[src/rtl/core/esd_pkg.sv]
`timescale 1ns / 1ps

package esd_pkg;

    // Day split: secs / 86400 = (secs >> 7) / 675, reciprocal of 675 at 2^34
    localparam logic [24:0] DAY_RECIP  = 25'd25451658;
    localparam int          DAY_SHIFT  = 34;
    localparam logic [16:0] SECS_DAY   = 17'd86400;

    // Hour split: tod / 3600 = (tod >> 4) / 225, exact below 7037
    localparam logic [12:0] HOUR_RECIP = 13'd4661;
    localparam logic [11:0] SECS_HOUR  = 12'd3600;

    // Minute split: r / 60 = (r >> 2) / 15, exact below 1489
    localparam logic [10:0] MIN_RECIP  = 11'd1093;
    localparam logic [5:0]  SECS_MIN   = 6'd60;

    // Four-year cycles from 1901, exact below 94519
    localparam logic [15:0] CYC_RECIP  = 16'd45934;
    localparam logic [10:0] CYC_DAYS   = 11'd1461;
    localparam logic [8:0]  COMMON_YEAR_LEN = 9'd365;
    localparam logic [10:0] BASE_YEAR  = 11'd1900;

    // Weekday: d / 7 by reciprocal at 2^19, exact below 104857
    localparam logic [16:0] WEEK_RECIP = 17'd74899;
    localparam logic [2:0]  WEEK_DAYS  = 3'd7;

    typedef struct packed {
        logic [15:0] days;
        logic [16:0] tod;
    } day_beat_t;

    // Day of year on which a month opens, counted from 0
    function automatic logic [8:0] month_first(input logic [3:0] mon, input logic leap);
        logic [8:0] base;
        unique case (mon)
            4'd1:    base = 9'd0;
            4'd2:    base = 9'd31;
            4'd3:    base = 9'd59;
            4'd4:    base = 9'd90;
            4'd5:    base = 9'd120;
            4'd6:    base = 9'd151;
            4'd7:    base = 9'd181;
            4'd8:    base = 9'd212;
            4'd9:    base = 9'd243;
            4'd10:   base = 9'd273;
            4'd11:   base = 9'd304;
            4'd12:   base = 9'd334;
            default: base = 9'd0;
        endcase
        if (leap && (mon >= 4'd3)) begin
            base = base + 9'd1;
        end
        return base;
    endfunction

endpackage

[src/rtl/core/esd_daydiv.sv]
`timescale 1ns / 1ps

module esd_daydiv (
    input  logic               clk,
    input  logic               rst_n,
    input  logic               in_valid,
    input  logic [31:0]        secs,
    output logic               out_valid,
    output esd_pkg::day_beat_t out_beat
);

    logic [2:0]  valid_reg;
    logic [49:0] prod_reg;
    logic [49:0] prod_next;
    logic [31:0] secs1_reg;
    logic [31:0] secs2_reg;
    logic [15:0] quot_reg;
    logic [31:0] qm_reg;
    logic [32:0] qm_next;
    esd_pkg::day_beat_t beat_reg;
    esd_pkg::day_beat_t beat_next;
    logic [17:0] rem;

    // Estimate may fall one short; fix it after the back-multiply
    always_comb
    begin
        prod_next = 50'(secs[31:7]) * 50'(esd_pkg::DAY_RECIP);
        qm_next   = 33'(prod_reg[49:esd_pkg::DAY_SHIFT]) * 33'(esd_pkg::SECS_DAY);
        rem       = 18'(secs2_reg - qm_reg);
        if (rem >= 18'(esd_pkg::SECS_DAY))
        begin
            beat_next.days = quot_reg + 16'd1;
            beat_next.tod  = 17'(rem - 18'(esd_pkg::SECS_DAY));
        end
        else
        begin
            beat_next.days = quot_reg;
            beat_next.tod  = rem[16:0];
        end
    end

    always_ff @(posedge clk or negedge rst_n)
    begin
        if (!rst_n)
        begin
            valid_reg <= '0;
        end
        else
        begin
            valid_reg <= {valid_reg[1:0], in_valid};
        end
    end

    always_ff @(posedge clk)
    begin
        prod_reg  <= prod_next;
        secs1_reg <= secs;
        quot_reg  <= prod_reg[49:esd_pkg::DAY_SHIFT];
        qm_reg    <= qm_next[31:0];
        secs2_reg <= secs1_reg;
        beat_reg  <= beat_next;
    end

    assign out_valid = valid_reg[2];
    assign out_beat  = beat_reg;

endmodule

[src/rtl/core/esd_tod.sv]
`timescale 1ns / 1ps

module esd_tod (
    input  logic        clk,
    input  logic        rst_n,
    input  logic        in_valid,
    input  logic [16:0] tod,
    output logic        out_valid,
    output logic [4:0]  hour,
    output logic [5:0]  minute,
    output logic [5:0]  second
);

    logic [4:0]  valid_reg;
    logic [25:0] hp_reg;
    logic [25:0] hp_next;
    logic [16:0] tod1_reg;
    logic [16:0] tod2_reg;
    logic [4:0]  hour2_reg;
    logic [4:0]  hour3_reg;
    logic [4:0]  hour4_reg;
    logic [4:0]  hour5_reg;
    logic [16:0] hm_reg;
    logic [16:0] hm_next;
    logic [11:0] remh3_reg;
    logic [11:0] remh4_reg;
    logic [11:0] remh_next;
    logic [20:0] mp_reg;
    logic [20:0] mp_next;
    logic [5:0]  min4_reg;
    logic [5:0]  min5_reg;
    logic [11:0] mm_reg;
    logic [11:0] mm_next;
    logic [5:0]  sec_reg;
    logic [5:0]  sec_next;

    always_comb
    begin
        hp_next   = 26'(tod[16:4]) * 26'(esd_pkg::HOUR_RECIP);
        hm_next   = 17'(hp_reg[24:20]) * 17'(esd_pkg::SECS_HOUR);
        remh_next = 12'(tod2_reg - hm_reg);
        mp_next   = 21'(remh_next[11:2]) * 21'(esd_pkg::MIN_RECIP);
        mm_next   = 12'(mp_reg[19:14]) * 12'(esd_pkg::SECS_MIN);
        sec_next  = 6'(remh4_reg - mm_reg);
    end

    always_ff @(posedge clk or negedge rst_n)
    begin
        if (!rst_n)
        begin
            valid_reg <= '0;
        end
        else
        begin
            valid_reg <= {valid_reg[3:0], in_valid};
        end
    end

    always_ff @(posedge clk)
    begin
        hp_reg    <= hp_next;
        tod1_reg  <= tod;
        hour2_reg <= hp_reg[24:20];
        hm_reg    <= hm_next;
        tod2_reg  <= tod1_reg;
        hour3_reg <= hour2_reg;
        remh3_reg <= remh_next;
        mp_reg    <= mp_next;
        hour4_reg <= hour3_reg;
        min4_reg  <= mp_reg[19:14];
        mm_reg    <= mm_next;
        remh4_reg <= remh3_reg;
        hour5_reg <= hour4_reg;
        min5_reg  <= min4_reg;
        sec_reg   <= sec_next;
    end

    assign out_valid = valid_reg[4];
    assign hour      = hour5_reg;
    assign minute    = min5_reg;
    assign second    = sec_reg;

endmodule

[src/rtl/core/esd_cal.sv]
`timescale 1ns / 1ps

module esd_cal (
    input  logic        clk,
    input  logic        rst_n,
    input  logic        in_valid,
    input  logic [15:0] days,
    output logic        out_valid,
    output logic [10:0] year,
    output logic [3:0]  month,
    output logic [4:0]  day_of_month,
    output logic [2:0]  weekday
);

    logic [4:0]  valid_reg;

    // Stage 1
    logic        first1_reg;
    logic [15:0] days1_reg;
    logic [15:0] e1_reg;
    logic [15:0] d1_1_reg;
    logic [31:0] ep_reg;
    logic [31:0] wp_reg;
    logic        first_next;
    logic [15:0] e_next;
    logic [15:0] d1_next;
    logic [31:0] ep_next;
    logic [32:0] wp_next;

    // Stage 2
    logic        first2_reg;
    logic [8:0]  days2_reg;
    logic [15:0] e2_reg;
    logic [15:0] d1_2_reg;
    logic [5:0]  cyc2_reg;
    logic [15:0] cm_reg;
    logic [15:0] wm_reg;
    logic [15:0] cm_next;
    logic [15:0] wm_next;

    // Stage 3
    logic [10:0] year3_reg;
    logic [8:0]  doy3_reg;
    logic        leap3_reg;
    logic [2:0]  wd3_reg;
    logic [10:0] year_next;
    logic [8:0]  doy_next;
    logic        leap_next;
    logic [2:0]  wd_next;
    logic [10:0] rem;
    logic [1:0]  yr_in;
    logic [10:0] yr_off;

    // Stage 4
    logic [10:0] year4_reg;
    logic [3:0]  mon4_reg;
    logic [8:0]  doy4_reg;
    logic [8:0]  mstart4_reg;
    logic [2:0]  wd4_reg;
    logic [3:0]  mon_next;

    // Stage 5
    logic [10:0] year5_reg;
    logic [3:0]  mon5_reg;
    logic [4:0]  dom5_reg;
    logic [2:0]  wd5_reg;
    logic [8:0]  dom_next;

    always_comb
    begin
        // Stage 1: split off 1900, open the four-year and weekday divides
        first_next = (days < 16'(esd_pkg::COMMON_YEAR_LEN));
        e_next     = first_next ? 16'd0 : days - 16'(esd_pkg::COMMON_YEAR_LEN);
        d1_next    = days + 16'd1;
        ep_next    = 32'(e_next) * 32'(esd_pkg::CYC_RECIP);
        wp_next    = 33'(d1_next) * 33'(esd_pkg::WEEK_RECIP);

        // Stage 2: back-multiply the quotients
        cm_next = 16'(ep_reg[31:26]) * 16'(esd_pkg::CYC_DAYS);
        wm_next = 16'(wp_reg[31:19]) * 16'(esd_pkg::WEEK_DAYS);

        // Stage 3: year within the cycle; the fourth year is the leap one
        rem = 11'(e2_reg - cm_reg);
        priority if (rem >= 11'd1095)
        begin
            yr_in  = 2'd3;
            yr_off = 11'd1095;
        end
        else if (rem >= 11'd730)
        begin
            yr_in  = 2'd2;
            yr_off = 11'd730;
        end
        else if (rem >= 11'd365)
        begin
            yr_in  = 2'd1;
            yr_off = 11'd365;
        end
        else
        begin
            yr_in  = 2'd0;
            yr_off = 11'd0;
        end
        if (first2_reg)
        begin
            year_next = esd_pkg::BASE_YEAR;
            doy_next  = days2_reg;
            leap_next = 1'b0;
        end
        else
        begin
            year_next = esd_pkg::BASE_YEAR + 11'd1 + {3'd0, cyc2_reg, 2'd0} + 11'(yr_in);
            doy_next  = 9'(rem - yr_off);
            leap_next = (yr_in == 2'd3);
        end
        wd_next = 3'(d1_2_reg - wm_reg);

        // Stage 4: count month openings already passed
        mon_next = 4'd1;
        for (int i = 2; i <= 12; i++)
        begin
            if (doy3_reg >= esd_pkg::month_first(4'(i), leap3_reg))
            begin
                mon_next = mon_next + 4'd1;
            end
        end

        // Stage 5
        dom_next = doy4_reg - mstart4_reg + 9'd1;
    end

    always_ff @(posedge clk or negedge rst_n)
    begin
        if (!rst_n)
        begin
            valid_reg <= '0;
        end
        else
        begin
            valid_reg <= {valid_reg[3:0], in_valid};
        end
    end

    always_ff @(posedge clk)
    begin
        first1_reg  <= first_next;
        days1_reg   <= days;
        e1_reg      <= e_next;
        d1_1_reg    <= d1_next;
        ep_reg      <= ep_next;
        wp_reg      <= wp_next[31:0];

        first2_reg  <= first1_reg;
        days2_reg   <= days1_reg[8:0];
        e2_reg      <= e1_reg;
        d1_2_reg    <= d1_1_reg;
        cyc2_reg    <= ep_reg[31:26];
        cm_reg      <= cm_next;
        wm_reg      <= wm_next;

        year3_reg   <= year_next;
        doy3_reg    <= doy_next;
        leap3_reg   <= leap_next;
        wd3_reg     <= wd_next;

        year4_reg   <= year3_reg;
        mon4_reg    <= mon_next;
        doy4_reg    <= doy3_reg;
        mstart4_reg <= esd_pkg::month_first(mon_next, leap3_reg);
        wd4_reg     <= wd3_reg;

        year5_reg   <= year4_reg;
        mon5_reg    <= mon4_reg;
        dom5_reg    <= dom_next[4:0];
        wd5_reg     <= wd4_reg;
    end

    assign out_valid    = valid_reg[4];
    assign year         = year5_reg;
    assign month        = mon5_reg;
    assign day_of_month = dom5_reg;
    assign weekday      = wd5_reg;

endmodule

[src/rtl/core/epoch1900_seconds_to_date.sv]
`timescale 1ns / 1ps

// Channel   Direction  Handshake           Payload
// -------   ---------  ------------------  ---------------------------------------------
// request   in         start & !busy       seconds_since_1900[31:0]
// result    out        done (one cycle)    year, month, day_of_month, hour, minute,
//                                          second, weekday
//
// A beat may be accepted on every cycle; busy stays low, throughput is one beat a cycle.
// Each beat passes the multiply-by-reciprocal chain: capture, three day-divide
// stages, then five stages in each of the time-of-day and calendar branches.
// Reset clears only the valid bits; payload registers start unknown and are never seen.
// The receiver cannot stall, so no beat is ever held back; done simply follows start.

module epoch1900_seconds_to_date (
    input  logic        clk,
    input  logic        rst_n,
    input  logic        start,
    output logic        busy,
    input  logic [31:0] seconds_since_1900,
    output logic        done,
    output logic [10:0] year,
    output logic [3:0]  month,
    output logic [4:0]  day_of_month,
    output logic [4:0]  hour,
    output logic [5:0]  minute,
    output logic [5:0]  second,
    output logic [2:0]  weekday
);

    logic               in_valid_reg;
    logic [31:0]        secs_reg;
    logic               day_valid;
    esd_pkg::day_beat_t day_beat;
    logic               tod_valid;
    logic               cal_valid;

    // The pipeline never backs up, so accept a beat on every cycle
    assign busy = 1'b0;

    // Capture the request beat
    always_ff @(posedge clk or negedge rst_n)
    begin
        if (!rst_n)
        begin
            in_valid_reg <= 1'b0;
        end
        else
        begin
            in_valid_reg <= start & ~busy;
        end
    end

    always_ff @(posedge clk)
    begin
        secs_reg <= seconds_since_1900;
    end

    // Split seconds into whole days and second of day
    esd_daydiv u_daydiv (
        .clk       (clk),
        .rst_n     (rst_n),
        .in_valid  (in_valid_reg),
        .secs      (secs_reg),
        .out_valid (day_valid),
        .out_beat  (day_beat)
    );

    // Hour, minute, second from the second of day
    esd_tod u_tod (
        .clk       (clk),
        .rst_n     (rst_n),
        .in_valid  (day_valid),
        .tod       (day_beat.tod),
        .out_valid (tod_valid),
        .hour      (hour),
        .minute    (minute),
        .second    (second)
    );

    // Year, month, day and weekday from the day count; same depth as the time branch
    esd_cal u_cal (
        .clk          (clk),
        .rst_n        (rst_n),
        .in_valid     (day_valid),
        .days         (day_beat.days),
        .out_valid    (cal_valid),
        .year         (year),
        .month        (month),
        .day_of_month (day_of_month),
        .weekday      (weekday)
    );

    assign done = cal_valid;

    // Both branches must deliver the same beat together
    a_branch_align: assert property (@(posedge clk) disable iff (!rst_n)
        tod_valid == cal_valid)
        else $error("time and calendar branches out of step");

    a_time_range: assert property (@(posedge clk) disable iff (!rst_n)
        done |-> (hour < 5'd24) && (minute < 6'd60) && (second < 6'd60))
        else $error("time of day out of range");

    a_date_range: assert property (@(posedge clk) disable iff (!rst_n)
        done |-> (month >= 4'd1) && (month <= 4'd12) && (day_of_month >= 5'd1)
                 && (weekday < 3'd7) && (year >= 11'd1900) && (year <= 11'd2036))
        else $error("calendar date out of range");

    a_done_follows: assert property (@(posedge clk) disable iff (!rst_n)
        day_valid |-> ##5 done)
        else $error("result beat lost in the pipeline");

endmodule

[config.mk]
export PLATFORM = sky130hd
export DESIGN_NAME = epoch1900_seconds_to_date
export DESIGN_NICKNAME = d
export VERILOG_FILES = /design/src/rtl/core/esd_pkg.sv /design/src/rtl/core/esd_daydiv.sv /design/src/rtl/core/esd_tod.sv /design/src/rtl/core/esd_cal.sv /design/src/rtl/core/epoch1900_seconds_to_date.sv
export SDC_FILE = /design/constraint.sdc
export NUM_CORES = 2
export LEC_CHECK = 0
export BUFFER_PORTS_ARGS = -buffer_cell sky130_fd_sc_hd__buf_2
export CORE_MARGIN = 2
export CORE_UTILIZATION = 36
export CTS_BUF_LIST = sky130_fd_sc_hd__clkbuf_16
export DETAILED_ROUTE_END_ITERATION = 8
export GPL_TIMING_DRIVEN = 0
export PLACE_DENSITY = 0.63
export SLEW_MARGIN = 20
export SYNTH_ARGS = -nofsm -noshare
export SYNTH_HDL_FRONTEND = slang
export SYNTH_SLANG_ARGS = --single-unit
[constraint.sdc]
create_clock -name clk -period 7.4 [get_ports clk]
set_clock_uncertainty 0.05 [all_clocks]
set_input_delay 0.74 -clock clk [delete_from_list [all_inputs] [get_ports clk]]
set_output_delay 0.74 -clock clk [all_outputs]
set_load 0.005 [all_outputs]
**Yosys cells after proc, flatten, opt, wreduce, memory -nomap -nowiden**

Memories as Yosys holds them, arrays and structs flattened.
Cells that the tools add are included.
Widths: inputs -> output; s select.

- Register bits after elaboration: 523
- Bits in latches: 0
- RAM bits: 0
- Memory bits (read-only): 144
- Input bits: 35
- Output and inout port bits: 42
- Word-level logic and storage cells: 138
- Memories: 1

Memory list:

| memory | depth | width | read ports | clocked after Yosys merged registers in | wr ports | RTL line | source |
|---|---|---|---|---|---|---|---|
| (no name shown) | 16 | 9 | 1 | 0 | 0 | esd_pkg.sv:36 | `unique case (mon)` |

- Add/subtract/negate cells: 25
- Multipliers: 10
- Div/mod/pow operators: 0
- $lt $le $gt $ge: 17
- Equality and inequality tests: 1
- Shift-type cells: 0
- Mux-type cells: 31
- Bitwise operators: 0
- Reductions and logical operators: 1

Operators by type and width:

| kind | count |
|---|---|
| $mul 25x24->49 const B | 1 |
| $mux 4 | 11 |
| $add 4x1->4 const B | 9 |
| $ge 9x8->1 | 4 |
| $mux 9 | 4 |
| $mux 33 | 1 |
| $add 16x1->16 const B | 2 |
| $mul 16x17->32 const B | 1 |
| $mul 16x15->31 const B | 1 |
| $ge 9x9->1 | 3 |
| $mul 13x13->25 const B | 1 |
| $mul 10x11->20 const B | 1 |
| $ge 18x17->1 const B | 1 |
| $ge 9x7->1 | 2 |
| $sub 18x18->18 | 1 |
| $sub 17x17->17 const B | 1 |
| $lt 16x9->1 const B | 1 |
| $mul 16x10->11 const B | 1 |
| $mux 16 | 1 |
| $sub 16x9->16 const B | 1 |
| $mul 13x3->3 const B | 1 |
| $sub 12x12->12 | 1 |
| $add 11x2->11 | 1 |
| $ge 11x10->1 const B | 1 |
| 22 further kinds | 33 |

**Logic depth before layout (Yosys ltp)**

- Depth in word-level cells: 25
- Depth in mapped cells: 36
- Depth with buffers taken out: 35

**Modules after synthesis**

A second synthesis with hierarchy kept.

- Cell total of the unflattened synthesis: 3222
- Area, all modules: 33912.5 µm²

By module, submodules not included:

| module | instances | cells an instance | area an instance (µm²) | sequential area each (µm²) |
|---|---|---|---|---|
| esd_cal | 1 | 1425 | 14222.4 | 3128.0 |
| esd_daydiv | 1 | 1248 | 13165.1 | 2297.2 |
| esd_tod | 1 | 514 | 5848.1 | 1926.8 |
| epoch1900_seconds_to_date | 1 | 35 | 676.9 | 665.6 |

**Least setup slack after synthesis**

No wires, ideal clock.

- Path type: register to register
- Start: register u_daydiv.beat_reg (netlist bit u_daydiv.out_beat[17])
- End: register u_cal.ep_reg[31]
- Setup time: 119 ps
- Arrival time: 7352 ps
- Data required time: 7231 ps
- Path slack: -120 ps
- Stages on the path, launching flop included: 33
- Path buffers: 0
- Period minus slack after synthesis: 7520 ps
- Path through: dfxtp_1 -> inv_1 -> ha_1 -> o21ai_0 -> a31o_2 -> and2_1 -> nor2b_1 -> nand2_1 -> inv_1 -> or2_2 -> fa_1 -> inv_1 -> fa_1 -> inv_1 -> fa_1 -> inv_1 -> fa_1 -> fa_1 -> inv_1 -> fa_1 -> inv_1 -> ha_1 -> a21o_1 -> a21oi_1 -> o21ai_0 -> a21o_1 -> a21oi_1 -> nor2_1 -> a2111oi_0 -> nor2b_1 -> o21a_1 -> nor2_1 -> xnor2_1

- Cells in the longest elaborated chain, start to end: 3
- Elaborated cells on any way between the ends: 4
- Those cells by class: add/sub: 1; mul: 1; order compare: 1; mux: 1

Ends and longest elaborated chain:

| element | RTL line | source |
|---|---|---|
| from (decl) | esd_daydiv.sv:20 | `esd_pkg::day_beat_t beat_reg;` |
| from (signal assigned) | esd_daydiv.sv:61 | `beat_reg <= beat_next;` |
| $lt 16x9->1 | esd_cal.sv:72 | `first_next = (days < 16'(esd_pkg::COMMON_YEAR_LEN));` |
| via u_cal.first_next | esd_cal.sv:24 | `logic first_next;` |
| $mux 16 | esd_cal.sv:73 | `e_next = first_next ? 16'd0 : days - 16'(esd_pkg::COMMON_YEAR_LEN);` |
| $mul 16x15->31 | esd_cal.sv:75 | `ep_next = 32'(e_next) * 32'(esd_pkg::CYC_RECIP);` |
| via u_cal.ep_next[31] | esd_cal.sv:27 | `logic [31:0] ep_next;` |
| to (signal assigned) | esd_cal.sv:150 | `ep_reg <= ep_next;` |
| to (decl) | esd_cal.sv:22 | `logic [31:0] ep_reg;` |

The timed path passes the listed nets, and every way through them passes these cells.
A chain may end at the register's enable or synchronous reset.

**Final worst setup path**

- Start: register u_daydiv.beat_reg (netlist bit u_daydiv.out_beat[17])
- End: register u_cal.ep_reg[31]

- Cells in the longest elaborated chain, start to end: 3
- Elaborated cells on any way between the ends: 4
- Those cells by class: add/sub: 1; mul: 1; order compare: 1; mux: 1

Ends and longest elaborated chain:

| element | RTL line |
|---|---|
| $sub 16x9->16 or $lt 16x9->1 (tied branches) | esd_cal.sv:73, esd_cal.sv:72 |
| $mux 16 * | esd_cal.sv:73 |
| $mul 16x15->31 * | esd_cal.sv:75 |
| via u_cal.ep_next[31] | esd_cal.sv:27 |

The timed path passes the listed nets; every way through them passes the cells marked *.

==> impl_metrics.env <==
export IMPL_wire_per_inst_um=13.5
export IMPL_use_met1_pct=17.0
export IMPL_syn_inst=3150
export IMPL_cts_sink_count=392
export IMPL_grt_overflow_total=0
export IMPL_synth_top_family_by_area="adder cells"
export IMPL_io_pins=77
export IMPL_finalSetupViolations=0
export IMPL_worst_path_max_delay_cell="fa_1"
export IMPL_dieHeight_um=308
export IMPL_num_vias=20600
export IMPL_r2r_cells=30
export IMPL_worst_slew_pin_slew_ns=0.881
export IMPL_globalplace_congestion=0.829
export IMPL_grt_max_degree=15
export IMPL_synth_adder_area_share_pct=50.1
export IMPL_yosysMostFrequentCell="ha_1"
export IMPL_path_class="reg -> reg"
export IMPL_grt_util_met3_pct=2.14
export IMPL_cts_path_max_buffers=3
export IMPL_groute_layer_met2_usage_pct=23.5
export IMPL_initialDrtViolationCount=576
export IMPL_maxCapViolCount=0
export IMPL_synth_top_cells_by_count="759 x ha_1, 722 x inv_1, 383 x dfxtp_1, 358 x fa_1, 129 x xnor2_1"
export IMPL_worstPathMaxFanout=5
export IMPL_hold_path_class="in -> reg"
export IMPL_maxSlewViolCount=0
export IMPL_holdWs_ns=0.161
export IMPL_yosys_most_used_dff="dfxtp_1"
export IMPL_ctsHtreeMaxLevel=2
export IMPL_area_delta_synth_final_pct=11.9
export IMPL_synthMuxAreaShare_pct=0.410
export IMPL_status="completed"
export IMPL_first_global_vias=21400
export IMPL_fillerInstances=8857
export IMPL_nets=4467
export IMPL_wl_mm=61.4
export IMPL_syn_nets=4302
export IMPL_yosysSeqAreaShare_pct=23.7
export IMPL_synth_simple_area_share_pct=5.50
export IMPL_synth_seq_cells=392
export IMPL_die_w_um=308
export IMPL_fin_crit_ns=7.16
export IMPL_core_area_um2=91700
export IMPL_antenna_cells=0
export IMPL_rows=111
export IMPL_max_freq_mhz=140
export IMPL_cts_clk_slew_worst_paths_ns=0.06
export IMPL_required_ns=7.89
export IMPL_clk_latency_ns=0.62
export IMPL_hpwl_mm=49.9
export IMPL_synth_top_area_cell="ha_1"
export IMPL_cts_tree="done"
export IMPL_synth_compound_area_share_pct=6.68
export IMPL_synth_top_area_share_pct=28.5
export IMPL_multi_input_area_um2=22900
export IMPL_relSlewSlack_pct=41.2
export IMPL_cts_root_buffer="clkbuf_16"
export IMPL_drtAntennaViolNets=0
export IMPL_synthTopCellsByArea="ha_1 29%, dfxtp_1 23%, fa_1 22%"
export IMPL_min_path_cells=1
export IMPL_initial_core_util_pct=36.3
export IMPL_syn_area_um2=33300
export IMPL_viasPerCell=4.55
export IMPL_max_stage_delay_ns=0.57
export IMPL_grtUsageTotal_pct=13.5
export IMPL_start_kind="register"
export IMPL_drt_first_pass_iters=6
export IMPL_busiest_layer="met2"
export IMPL_synth_xor_area_share_pct=5.14
export IMPL_io_buffer_count=75
export IMPL_antenna_found_initial=1
export IMPL_drc=0
export IMPL_largest_reg_flops=33
export IMPL_regArea_um2=7920
export IMPL_avgSynthCellArea_um2=10.6
export IMPL_grt_pass1_wl_mm=104
export IMPL_die_area_um2=94900
export IMPL_synthArstFlopShare_pct=2.30
export IMPL_synth_edff_count=0
export IMPL_yosysWarnings=0
export IMPL_fin_crit_sh_pct=96.8
export IMPL_finalHoldViolations=0
export IMPL_layout_drive_gt1_share_pct=8.69
export IMPL_cp_arrival_ns=7.65
export IMPL_cts_buffers=45
export IMPL_cp_end_kind="register"
export IMPL_yosys_cell_types_count=78
layout make-up:
type / count / area share (%)
Sequential cell: 392 / 21.3
Buffer: 18 / 0.249
Multi-Input combinational cell: 2016 / 61.4
Clock buffer: 45 / 3.02
Inverter: 722 / 7.35
Timing Repair Buffer: 120 / 1.92
Clock inverter: 37 / 0.773
Tap cell: 1186 / 3.98
final timing paths:
| kind | slack [ns] | endpoint | from |
|---|---|---|---|
| max | 0.24 | u_cal.ep_reg[31] | u_daydiv.out_beat[17] |
| min | 0.16 | secs_reg[15] | seconds_since_1900[15] |
| max reg2reg | 0.24 | u_cal.ep_reg[31] | u_daydiv.out_beat[17] |
| min reg2reg | 0.26 | u_cal.days2_reg[1] | u_cal.days1_reg[1] |
| max in group asynchronous | 6.68 | u_cal.valid_reg[1] | rst_n |
| min in group asynchronous | 0.45 | u_daydiv.valid_reg[0] | rst_n |
cell families (layout without fill, tap and decap cells):
family                     after synthesis  count (layout)
buffers and inverters                  742             942
muxes                                   13              13
DFF                                    392             392
AOI/OAI and AO/OA                      333             333
adders and majority gates             1118            1118
other                                    1               1
and+or+nand+nor                        363             363
xor gates and xnor gates               188             188
timing repair:
item / in CTS / in global routing
hold buffers: 1 / 0
endpoints found under the setup margin: 13 / 15
cloned: 0 / 0
hold endpoints to repair: 9 / 0
gates resized for setup: 40 / 63
buffers inserted: 15 / 29
pin swaps: 7 / 25
worst max-delay path: cells and delay by family (launching register included):
kind | cells | cell delay, ns
adder cells (fa/ha/maj) | 8 | 3.41
XOR/XNOR | 1 | 0.11
AND/OR/NAND/NOR | 5 | 0.73
AO/OA/AOI/OAI | 8 | 1.51
flip-flops | 1 | 0.38
multiplexers | 1 | 0.29
buffers and inverters | 7 | 0.60
cell usage in the layout (no fill, tap or decap), types with 10 or more instances in the layout:
cell	n
nor2_1	76
buf_4	46
dfxtp_1	366
dfxtp_2	13
nor2b_1	16
clkbuf_16	45
nand3_1	24
o21a_1	20
nand2_1	83
ha_1	753
inv_1	720
xnor2_1	129
nor3_1	27
or3_1	11
fa_1	357
or2_2	11
o21ai_0	63
and3_1	16
clkbuf_1	12
a21o_1	50
and2_1	13
a21oi_1	84
nor4_1	10
nand2b_1	21
nand4_1	14
o21bai_1	19
buf_2	77
xor2_1	55
through the flow:
| step | setup slack, ns | TNS, ns | cell area [µm²] | utilization (%) | instances |
|---|---|---|---|---|---|
| final | 0.237 | 0 | 37200 | 40.6 | 4536 |
| after global routing | -0.0771 | -0.135 | 37200 | 40.6 | 4536 |
| after CTS | 0.00592 | 0 | 36800 | 40.2 | 4509 |
| after detailed placement | -1.15 | -10.52 | 35100 | 38.3 | 4411 |
| after global placement | -1.09 | -10.10 | 35100 | 38.3 | 4411 |
| after floorplan | 0.0189 | 0 | 33300 | - | 3150 |
metal layers:
metal / vias to the layer above / wire length, µm
met5: - / 17
met4: 2 / 1600
met3: 103 / 2170
met2: 228 / 29800
met1: 9779 / 27800
li1: 10500 / -
Power is not shown: default switching activity piles up to over one toggle a cycle in this logic, so the estimate is an artifact.
